==> src/design/bfa_pkg.sv <==
`timescale 1ns / 1ps
// Shared constants for the bitmap fit allocator: pool geometry, field widths,
// opcodes, status codes and register indexes. No dependencies.
package bfa_pkg;

    localparam int MAX_BLOCKS  = 1024;
    localparam int BLOCK_BYTES = 4;
    localparam int BB_SHIFT    = $clog2(BLOCK_BYTES);

    localparam int ROW_BITS = 32;
    localparam int BIT_W    = $clog2(ROW_BITS);
    localparam int ROWS     = (MAX_BLOCKS + ROW_BITS - 1) / ROW_BITS;
    localparam int ROW_W    = (ROWS > 1) ? $clog2(ROWS) : 1;
    localparam int BLK_W    = $clog2(MAX_BLOCKS);
    localparam int IDX_W    = BLK_W + 1;

    localparam int OP_W     = 2;
    localparam int SIZE_W   = 13;
    localparam int OFF_W    = 12;
    localparam int NEED_W   = SIZE_W - BB_SHIFT + 1;
    localparam int STATUS_W = 2;
    localparam int FRAG_W   = 10;
    localparam int BC_W     = 11;
    localparam int CFG_W    = 11;
    localparam int IN_W     = 32;
    localparam int OUT_W    = 24;

    localparam logic [FRAG_W-1:0] FRAG_MAX = {FRAG_W{1'b1}};

    localparam logic [OP_W-1:0] OP_ALLOC = 2'd0;
    localparam logic [OP_W-1:0] OP_FREE  = 2'd1;
    localparam logic [OP_W-1:0] OP_FRAG  = 2'd2;

    localparam logic [STATUS_W-1:0] ST_OK        = 2'd0;
    localparam logic [STATUS_W-1:0] ST_NO_SPACE  = 2'd1;
    localparam logic [STATUS_W-1:0] ST_BAD_OFF   = 2'd2;
    localparam logic [STATUS_W-1:0] ST_NOT_START = 2'd3;

    localparam logic REG_FIT_POLICY = 1'b0;
    localparam logic REG_POOL_SIZE  = 1'b1;

    localparam logic [BC_W-1:0] POOL_SIZE_RESET = BC_W'(1024);

endpackage

==> src/design/bitmap_fit_allocator_unit.sv <==
`timescale 1ns / 1ps
// Bitmap fit allocator: used and start bitmaps in row memories, one block
// examined per cycle in S_BIT by a shared run counter. Depends on bfa_pkg.
//
// Allocate and fragment query scan the n pool blocks, each row read first
// (S_RD, S_LD); allocate then marks the run one block per cycle within a row,
// writing back each row touched; free walks the allocation the same way; a
// request refused at once goes straight to the result. One item at a time:
// the block walk with its row read and write-back sets the rate. Reset (rst_n,
// async) and a pool-size write clear row valid bits at once; no clearing pass.
module bitmap_fit_allocator_unit
(
    input  logic                        clk,
    input  logic                        rst_n,
    input  logic                        cfg_wr_en,
    input  logic                        cfg_index,
    input  logic [bfa_pkg::CFG_W-1:0]   cfg_data,
    input  logic                        s_axis_tvalid,
    output logic                        s_axis_tready,
    // opcode[1:0], size_bytes[14:2], offset[26:15], zero [31:27]
    input  logic [bfa_pkg::IN_W-1:0]    s_axis_tdata,
    output logic                        m_axis_tvalid,
    input  logic                        m_axis_tready,
    // status[1:0], alloc_offset[13:2], frag_count[23:14]
    output logic [bfa_pkg::OUT_W-1:0]   m_axis_tdata
);

    localparam logic [2:0] S_IDLE = 3'd0;
    localparam logic [2:0] S_RD   = 3'd1;
    localparam logic [2:0] S_LD   = 3'd2;
    localparam logic [2:0] S_BIT  = 3'd3;
    localparam logic [2:0] S_WR   = 3'd4;
    localparam logic [2:0] S_OUT  = 3'd5;

    localparam logic [1:0] MODE_ALLOC = 2'd0;
    localparam logic [1:0] MODE_MARK  = 2'd1;
    localparam logic [1:0] MODE_FREE  = 2'd2;
    localparam logic [1:0] MODE_FRAG  = 2'd3;

    logic [bfa_pkg::ROW_BITS-1:0] used_mem  [bfa_pkg::ROWS];
    logic [bfa_pkg::ROW_BITS-1:0] start_mem [bfa_pkg::ROWS];
    logic [bfa_pkg::ROW_BITS-1:0] rd_used_q;
    logic [bfa_pkg::ROW_BITS-1:0] rd_start_q;
    logic [bfa_pkg::ROW_W-1:0]    rd_row;
    logic                         mem_we;

    logic [2:0]                     state_reg,     state_next;
    logic [1:0]                     mode_reg,      mode_next;
    logic [bfa_pkg::IDX_W-1:0]      idx_reg,       idx_next;
    logic [bfa_pkg::ROW_W-1:0]      cur_row_reg,   cur_row_next;
    logic [bfa_pkg::IDX_W-1:0]      run_reg,       run_next;
    logic [bfa_pkg::BLK_W-1:0]      run_at_reg,    run_at_next;
    logic [bfa_pkg::IDX_W-1:0]      best_reg,      best_next;
    logic [bfa_pkg::BLK_W-1:0]      best_at_reg,   best_at_next;
    logic                           found_reg,     found_next;
    logic [bfa_pkg::NEED_W-1:0]     need_reg,      need_next;
    logic [bfa_pkg::NEED_W-1:0]     left_reg,      left_next;
    logic [bfa_pkg::SIZE_W-1:0]     thresh_reg,    thresh_next;
    logic [bfa_pkg::FRAG_W-1:0]     frag_reg,      frag_next;
    logic                           first_reg,     first_next;
    logic                           dirty_reg,     dirty_next;
    logic                           done_reg,      done_next;
    logic [bfa_pkg::ROW_BITS-1:0]   used_buf_reg,  used_buf_next;
    logic [bfa_pkg::ROW_BITS-1:0]   start_buf_reg, start_buf_next;
    logic [bfa_pkg::ROWS-1:0]       row_valid_reg, row_valid_next;
    logic                           fit_policy_reg, fit_policy_next;
    logic [bfa_pkg::BC_W-1:0]       pool_size_reg, pool_size_next;
    logic                           out_valid_reg, out_valid_next;
    logic [bfa_pkg::STATUS_W-1:0]   out_status_reg, out_status_next;
    logic [bfa_pkg::OFF_W-1:0]      out_offset_reg, out_offset_next;
    logic [bfa_pkg::FRAG_W-1:0]     out_frag_reg,  out_frag_next;

    logic [bfa_pkg::IDX_W-1:0]      pool_n;
    logic [bfa_pkg::OP_W-1:0]       in_op;
    logic [bfa_pkg::SIZE_W-1:0]     in_size;
    logic [bfa_pkg::OFF_W-1:0]      in_off;
    logic [bfa_pkg::BLK_W-1:0]      in_blk;

    assign in_op   = s_axis_tdata[1:0];
    assign in_size = s_axis_tdata[14:2];
    assign in_off  = s_axis_tdata[26:15];
    assign in_blk  = in_off[bfa_pkg::OFF_W-1:bfa_pkg::BB_SHIFT];

    assign pool_n = (pool_size_reg > bfa_pkg::BC_W'(bfa_pkg::MAX_BLOCKS))
                  ? bfa_pkg::IDX_W'(bfa_pkg::MAX_BLOCKS)
                  : bfa_pkg::IDX_W'(pool_size_reg);

    assign rd_row = idx_reg[bfa_pkg::BLK_W-1:bfa_pkg::BIT_W];
    assign mem_we = (state_reg == S_WR);

    assign s_axis_tready = (state_reg == S_IDLE);
    assign m_axis_tvalid = out_valid_reg;
    assign m_axis_tdata  = {out_frag_reg, out_offset_reg, out_status_reg};

    always_ff @(posedge clk)
    begin
        if (mem_we)
        begin
            used_mem[cur_row_reg]  <= used_buf_reg;
            start_mem[cur_row_reg] <= start_buf_reg;
        end
        rd_used_q  <= used_mem[rd_row];
        rd_start_q <= start_mem[rd_row];
    end

    always_comb
    begin
        logic [bfa_pkg::BIT_W-1:0]  b;
        logic                       u;
        logic                       s;
        logic                       at_end;
        logic [bfa_pkg::IDX_W-1:0]  idx_inc;
        logic                       adv_end;
        logic                       adv_row;
        logic                       take;
        logic [bfa_pkg::NEED_W-1:0] need_calc;

        state_next       = state_reg;
        mode_next        = mode_reg;
        idx_next         = idx_reg;
        cur_row_next     = cur_row_reg;
        run_next         = run_reg;
        run_at_next      = run_at_reg;
        best_next        = best_reg;
        best_at_next     = best_at_reg;
        found_next       = found_reg;
        need_next        = need_reg;
        left_next        = left_reg;
        thresh_next      = thresh_reg;
        frag_next        = frag_reg;
        first_next       = first_reg;
        dirty_next       = dirty_reg;
        done_next        = done_reg;
        used_buf_next    = used_buf_reg;
        start_buf_next   = start_buf_reg;
        row_valid_next   = row_valid_reg;
        fit_policy_next  = fit_policy_reg;
        pool_size_next   = pool_size_reg;
        out_valid_next   = out_valid_reg;
        out_status_next  = out_status_reg;
        out_offset_next  = out_offset_reg;
        out_frag_next    = out_frag_reg;

        b       = idx_reg[bfa_pkg::BIT_W-1:0];
        u       = used_buf_reg[b];
        s       = start_buf_reg[b];
        at_end  = (idx_reg == pool_n);
        idx_inc = idx_reg + bfa_pkg::IDX_W'(1);
        adv_end = (idx_inc == pool_n);
        adv_row = (idx_inc[bfa_pkg::BIT_W-1:0] == '0);
        need_calc = bfa_pkg::NEED_W'((({1'b0, in_size}
                  + (bfa_pkg::SIZE_W+1)'(bfa_pkg::BLOCK_BYTES - 1)))
                  >> bfa_pkg::BB_SHIFT);
        take = 1'b0;

        unique case (state_reg)
            S_IDLE:
            begin
                if (s_axis_tvalid)
                begin
                    out_status_next = bfa_pkg::ST_OK;
                    out_offset_next = '0;
                    out_frag_next   = '0;
                    idx_next        = '0;
                    run_next        = '0;
                    found_next      = 1'b0;
                    frag_next       = '0;
                    dirty_next      = 1'b0;
                    done_next       = 1'b0;
                    thresh_next     = in_size;
                    need_next       = need_calc;
                    unique case (in_op)
                        bfa_pkg::OP_ALLOC:
                        begin
                            if (in_size == '0)
                            begin
                                out_status_next = bfa_pkg::ST_NO_SPACE;
                                out_valid_next  = 1'b1;
                                state_next      = S_OUT;
                            end
                            else
                            begin
                                mode_next  = MODE_ALLOC;
                                state_next = (pool_n == '0) ? S_BIT : S_RD;
                            end
                        end
                        bfa_pkg::OP_FREE:
                        begin
                            if ((in_off[bfa_pkg::BB_SHIFT-1:0] != '0) ||
                                ({1'b0, in_blk} >= pool_n))
                            begin
                                out_status_next = bfa_pkg::ST_BAD_OFF;
                                out_valid_next  = 1'b1;
                                state_next      = S_OUT;
                            end
                            else
                            begin
                                mode_next  = MODE_FREE;
                                idx_next   = {1'b0, in_blk};
                                first_next = 1'b1;
                                state_next = S_RD;
                            end
                        end
                        bfa_pkg::OP_FRAG:
                        begin
                            mode_next  = MODE_FRAG;
                            state_next = (pool_n == '0) ? S_BIT : S_RD;
                        end
                        default:
                        begin
                            out_valid_next = 1'b1;
                            state_next     = S_OUT;
                        end
                    endcase
                end
            end
            S_RD:
            begin
                cur_row_next = rd_row;
                state_next   = S_LD;
            end
            S_LD:
            begin
                used_buf_next  = row_valid_reg[cur_row_reg] ? rd_used_q  : '0;
                start_buf_next = row_valid_reg[cur_row_reg] ? rd_start_q : '0;
                dirty_next     = 1'b0;
                state_next     = S_BIT;
            end
            S_BIT:
            begin
                case (mode_reg) inside
                    MODE_ALLOC, MODE_FRAG:
                    begin
                        if (at_end || u)
                        begin
                            if (mode_reg == MODE_ALLOC)
                            begin
                                take = (bfa_pkg::NEED_W'(run_reg) >= need_reg) &&
                                       (!found_reg ||
                                        (fit_policy_reg ? (run_reg > best_reg)
                                                        : (run_reg < best_reg)));
                                if (take)
                                begin
                                    best_next    = run_reg;
                                    best_at_next = run_at_reg;
                                    found_next   = 1'b1;
                                end
                            end
                            else if ((run_reg != '0) &&
                                     ({run_reg, {bfa_pkg::BB_SHIFT{1'b0}}} <
                                      (bfa_pkg::IDX_W+bfa_pkg::BB_SHIFT)'(thresh_reg)) &&
                                     (frag_reg != bfa_pkg::FRAG_MAX))
                            begin
                                frag_next = frag_reg + bfa_pkg::FRAG_W'(1);
                            end
                            run_next = '0;
                        end
                        else
                        begin
                            if (run_reg == '0)
                                run_at_next = idx_reg[bfa_pkg::BLK_W-1:0];
                            run_next = run_reg + bfa_pkg::IDX_W'(1);
                        end

                        if (at_end)
                        begin
                            if (mode_reg == MODE_FRAG)
                            begin
                                out_frag_next  = frag_next;
                                out_valid_next = 1'b1;
                                state_next     = S_OUT;
                            end
                            else if (found_next)
                            begin
                                mode_next  = MODE_MARK;
                                idx_next   = bfa_pkg::IDX_W'(best_at_next);
                                left_next  = need_reg;
                                state_next = S_RD;
                            end
                            else
                            begin
                                out_status_next = bfa_pkg::ST_NO_SPACE;
                                out_valid_next  = 1'b1;
                                state_next      = S_OUT;
                            end
                        end
                        else
                        begin
                            idx_next = idx_inc;
                            if (!adv_end && adv_row)
                                state_next = S_RD;
                        end
                    end
                    MODE_MARK:
                    begin
                        used_buf_next[b] = 1'b1;
                        if (idx_reg[bfa_pkg::BLK_W-1:0] == best_at_reg)
                            start_buf_next[b] = 1'b1;
                        dirty_next = 1'b1;
                        left_next  = left_reg - bfa_pkg::NEED_W'(1);
                        idx_next   = idx_inc;
                        if (left_reg == bfa_pkg::NEED_W'(1))
                        begin
                            done_next  = 1'b1;
                            state_next = S_WR;
                        end
                        else if (adv_row)
                        begin
                            state_next = S_WR;
                        end
                    end
                    default:
                    begin
                        if (first_reg && !s)
                        begin
                            out_status_next = bfa_pkg::ST_NOT_START;
                            out_valid_next  = 1'b1;
                            state_next      = S_OUT;
                        end
                        else if (!first_reg && (s || !u))
                        begin
                            done_next = 1'b1;
                            if (dirty_reg)
                            begin
                                state_next = S_WR;
                            end
                            else
                            begin
                                out_valid_next = 1'b1;
                                state_next     = S_OUT;
                            end
                        end
                        else
                        begin
                            used_buf_next[b]  = 1'b0;
                            start_buf_next[b] = 1'b0;
                            first_next        = 1'b0;
                            dirty_next        = 1'b1;
                            idx_next          = idx_inc;
                            if (adv_end)
                            begin
                                done_next  = 1'b1;
                                state_next = S_WR;
                            end
                            else if (adv_row)
                            begin
                                state_next = S_WR;
                            end
                        end
                    end
                endcase
            end
            S_WR:
            begin
                row_valid_next[cur_row_reg] = 1'b1;
                if (done_reg)
                begin
                    if (mode_reg == MODE_MARK)
                        out_offset_next = bfa_pkg::OFF_W'({best_at_reg,
                                          {bfa_pkg::BB_SHIFT{1'b0}}});
                    out_valid_next = 1'b1;
                    state_next     = S_OUT;
                end
                else
                begin
                    state_next = S_RD;
                end
            end
            S_OUT:
            begin
                if (m_axis_tready)
                begin
                    out_valid_next = 1'b0;
                    state_next     = S_IDLE;
                end
            end
            default:
            begin
                state_next = S_IDLE;
            end
        endcase

        if (cfg_wr_en)
        begin
            if (cfg_index == bfa_pkg::REG_FIT_POLICY)
            begin
                fit_policy_next = cfg_data[0];
            end
            else
            begin
                pool_size_next = bfa_pkg::BC_W'(cfg_data);
                row_valid_next = '0;
            end
        end
    end

    always_ff @(posedge clk or negedge rst_n)
    begin
        if (!rst_n)
        begin
            state_reg       <= S_IDLE;
            mode_reg        <= MODE_ALLOC;
            idx_reg         <= '0;
            cur_row_reg     <= '0;
            run_reg         <= '0;
            run_at_reg      <= '0;
            best_reg        <= '0;
            best_at_reg     <= '0;
            found_reg       <= 1'b0;
            need_reg        <= '0;
            left_reg        <= '0;
            thresh_reg      <= '0;
            frag_reg        <= '0;
            first_reg       <= 1'b0;
            dirty_reg       <= 1'b0;
            done_reg        <= 1'b0;
            used_buf_reg    <= '0;
            start_buf_reg   <= '0;
            row_valid_reg   <= '0;
            fit_policy_reg  <= 1'b0;
            pool_size_reg   <= bfa_pkg::POOL_SIZE_RESET;
            out_valid_reg   <= 1'b0;
            out_status_reg  <= bfa_pkg::ST_OK;
            out_offset_reg  <= '0;
            out_frag_reg    <= '0;
        end
        else
        begin
            state_reg       <= state_next;
            mode_reg        <= mode_next;
            idx_reg         <= idx_next;
            cur_row_reg     <= cur_row_next;
            run_reg         <= run_next;
            run_at_reg      <= run_at_next;
            best_reg        <= best_next;
            best_at_reg     <= best_at_next;
            found_reg       <= found_next;
            need_reg        <= need_next;
            left_reg        <= left_next;
            thresh_reg      <= thresh_next;
            frag_reg        <= frag_next;
            first_reg       <= first_next;
            dirty_reg       <= dirty_next;
            done_reg        <= done_next;
            used_buf_reg    <= used_buf_next;
            start_buf_reg   <= start_buf_next;
            row_valid_reg   <= row_valid_next;
            fit_policy_reg  <= fit_policy_next;
            pool_size_reg   <= pool_size_next;
            out_valid_reg   <= out_valid_next;
            out_status_reg  <= out_status_next;
            out_offset_reg  <= out_offset_next;
            out_frag_reg    <= out_frag_next;
        end
    end

    a_ready_no_result: assert property (@(posedge clk) disable iff (!rst_n)
        s_axis_tready |-> !m_axis_tvalid)
        else $error("input ready while a result is pending");

    a_write_dirty: assert property (@(posedge clk) disable iff (!rst_n)
        (state_reg == S_WR) |-> dirty_reg)
        else $error("row write-back without a modified row");

    a_mark_in_pool: assert property (@(posedge clk) disable iff (!rst_n)
        ((state_reg == S_BIT) && (mode_reg == MODE_MARK)) |-> (idx_reg < pool_n))
        else $error("allocation marks a block beyond the pool");

    a_load_after_read: assert property (@(posedge clk) disable iff (!rst_n)
        (state_reg == S_LD) |-> ($past(state_reg) == S_RD))
        else $error("row load without a preceding read");

endmodule

==> config.mk <==
export PLATFORM = sky130hd
export DESIGN_NAME = bitmap_fit_allocator_unit
export DESIGN_NICKNAME = d
export VERILOG_FILES = /design/src/design/bfa_pkg.sv /design/src/design/bitmap_fit_allocator_unit.sv
export SDC_FILE = /design/constraint.sdc
export NUM_CORES = 2
export LEC_CHECK = 0
export ABC_CLOCK_PERIOD_IN_PS = 11000
export BUFFER_PORTS_ARGS = -buffer_cell sky130_fd_sc_hd__buf_2
export CAP_MARGIN = 20
export CORE_MARGIN = 2
export CORE_UTILIZATION = 45
export DETAILED_ROUTE_END_ITERATION = 8
export PLACE_DENSITY = 0.56
export SKIP_CTS_REPAIR_TIMING = 1
export SYNTH_ARGS = -nofsm -noshare
export SYNTH_HDL_FRONTEND = slang
export SYNTH_SLANG_ARGS = --single-unit
export TNS_END_PERCENT = 100
==> constraint.sdc <==
create_clock -name clk -period 11 [get_ports clk]
set_input_delay 1.1 -clock clk [delete_from_list [all_inputs] [get_ports clk]]
set_output_delay 1.1 -clock clk [all_outputs]
set_load 0.02 [all_outputs]
==> results.sh <==
export IMPL_seq_area_um2=68900
export IMPL_cts_tree="yes"
export IMPL_reg_top3="start_mem: 1024 flops, used_mem: 1024 flops"
export IMPL_clock_skew_final_ps=49.2
export IMPL_cap_violations=0
export IMPL_worstPathMaxFanout=34
export IMPL_synthFlopType="edfxtp_1"
export IMPL_overflow=0
export IMPL_slowest_stage="mux2i_1"
export IMPL_clock_path_buffers=3
export IMPL_grt_max_degree=161
export IMPL_critPathLaunchType="flop"
export IMPL_cp_required_ps=11720
export IMPL_synth_top_area_cell="edfxtp_1"
export IMPL_route_detailed_drc=0
export IMPL_pwr_density_cell_nw_per_um2=228
export IMPL_synth_edf_count=2048
export IMPL_hp_class="input port to asynchronous set/reset pin"
export IMPL_slowest_delay_ps=730
export IMPL_h_tree_depth=4
export IMPL_instances_no_fill=7784
export IMPL_yosysWarnings=0
export IMPL_fin_crit_ps=5020
export IMPL_postRouteAntennaNets=0
export IMPL_max_freq_ghz=0.199
export IMPL_synth_cell_area_um2=93400
export IMPL_vias_per_cell=6.11
export IMPL_multi_input_area_um2=23400
export IMPL_crit_arrival_ps=5750
export IMPL_ios=75
export IMPL_wire_per_inst_um=32.0
export IMPL_synthDominantCellAreaShare=0.659
export IMPL_grt_pass1_wl_mm=355
export IMPL_io_buffers=67
export IMPL_fill_cells=16300
export IMPL_hold_violations=0
export IMPL_cp_top_family="compound AO/OA/AOI/OAI gates"
export IMPL_relSlewSlack=0.238
export IMPL_grt_pass1_vias=47700
export IMPL_netlist_instances=4656
export IMPL_dr_pass1_iters=7
export IMPL_cp_cell_sequence="buf_4, mux2i_1, o22ai_1, nor3_1, o211a_1, o31a_1, a211o_1, or2_1, buf_4, mux2_4"
export IMPL_grtUsageTotal=0.236
export IMPL_setup_viol=0
export IMPL_layout_nets=4971
export IMPL_ys_ff_latch=2357
export IMPL_core_area_um2=207000
export IMPL_synth_area_top_cells="edfxtp_1 66%, mux4_2 16%, dfrtp_1 6.5%"
export IMPL_synth_avg_cell_area_um2=20.1
export IMPL_outcome="finished clean"
export IMPL_yosysUniqueCellTypes=79
export IMPL_first_iter_violations=5466
export IMPL_numCtsBuffers=238
export IMPL_dp_hpwl_mm=132
export IMPL_slew_violations=0
export IMPL_rsz0062_at_grt="no"
export IMPL_worstMarginPinSlew_ps=1140
export IMPL_crit_top_cell="buf_4"
export IMPL_dieArea_um2=211000
export IMPL_crit_path_end_kind="flop"
export IMPL_floorplan_initialDensity=0.452
export IMPL_row_count=167
export IMPL_clk_pin_slew_ps=60
export IMPL_p_leak_nw=33.0
export IMPL_drive_above_1_share=0.271
export IMPL_ir_drop_v=0.000197
export IMPL_synth_top_cells_by_count="2,048 x edfxtp_1, 656 x mux4_2, 283 x nand2_1, 244 x dfrtp_1, 203 x clkbuf_1"
export IMPL_worst_path_buf_inv=2
export IMPL_r2r_setup_slack_ps=5980
export IMPL_setup_tns_ps=0
export IMPL_timing_hold_ws_ps=262
export IMPL_vias=47600
export IMPL_period_share=0.457
export IMPL_clock_latency_ps=880
export IMPL_placed_cells=7282
export IMPL_antenna_found_initial=6
export IMPL_drt_total_wl_mm=249
export IMPL_finalWeightedCongestion=0.871
export IMPL_die_y_um=460
export IMPL_clock_sinks=2357
export IMPL_synthArstFlopShare=0.104
export IMPL_synth_seq_area_share=0.738
export IMPL_fp_dieW_um=460
export IMPL_synth_most_common_cell="edfxtp_1"
export IMPL_crit_type="flop to flop"
export IMPL_area_growth_pct=14.2
export IMPL_cts_root_buf="clkbuf_16"
[per-stage QoR]
| stage | power (mW) | setup WS [ps] | area [um^2] | util |
|---|---|---|---|---|
| after CTS | 24.4 | 6020 | 105000 | 0.510 |
| final | 24.3 | 5980 | 107000 | 0.516 |
| after detailed placement | 16.2 | 6080 | 97500 | 0.472 |
| after global placement | 16.1 | 6070 | 97400 | 0.471 |
| after global routing | 25.2 | 5810 | 107000 | 0.516 |
| after floorplan | 14.4 | 6360 | 93400 | - |
[cell usage in the layout, fill, tap and decap left out, types with 52 or more instances in the layout]
cell,n
edfxtp_1,2048
mux4_2,656
nand2_1,283
clkbuf_16,240
dfrtp_1,238
o21ai_0,154
buf_4,117
o31ai_1,82
a21oi_1,80
inv_1,73
a22oi_1,70
buf_2,66
dfxtp_1,64
ha_1,61
clkinv_1,52
[layer usage]
metal,GRT usage,wire length [um],up-vias
li1,-,-,19600
met1,0.338,107000,25800
met2,0.380,121000,1761
met3,0.0385,16500,349
met4,0.0564,5120,0
met5,0,0,-
[power by group]
part           total [mW]  switching [mW]  internal, mW
Sequential           10.6           0.480          10.1
Clock                8.24            3.49          4.75
Combinational        5.41            3.11          2.30
Total                24.3            7.08          17.2
[final timing paths]
check | depth (start not counted) | end | from
worst min register to register | 2 | out_frag_reg[1]$_DFFE_PN0P_ | out_frag_reg[1]$_DFFE_PN0P_
min in group clk | 2 | out_frag_reg[1]$_DFFE_PN0P_ | out_frag_reg[1]$_DFFE_PN0P_
worst max register to register | 10 | best_reg[7]$_DFFE_PN0P_ | idx_reg[0]$_DFFE_PN0P_
max in group asynchronous | 2 | asynchronous set/reset pin | rst_n
worst max-delay path | 10 | best_reg[7]$_DFFE_PN0P_ | idx_reg[0]$_DFFE_PN0P_
worst min-delay path | 1 | best_reg[10]$_DFFE_PN0P_ | rst_n
[layout make-up]
class / instances / share of cell area
Sequential cell: 2357 / 0.646
Antenna cell: 3 / 0.0000704
Tap cell: 2704 / 0.0317
Clock inverter: 151 / 0.0149
Clock buffer: 305 / 0.0604
Timing Repair Buffer: 239 / 0.0245
Inverter: 75 / 0.00269
Multi-Input combinational cell: 1950 / 0.219
[cells by family after synthesis]
| family | synth area share |
|---|---|
| adder cells (fa/ha/maj) | 0.00817 |
| flip-flops | 0.738 |
| AND/OR/NAND/NOR | 0.0269 |
| AO/OA/AOI/OAI | 0.0383 |
| XOR/XNOR | 0.00423 |
| multiplexers | 0.170 |
| other | 0.0000402 |
| buffers and inverters | 0.0145 |
(Power assumes the default switching activity.)
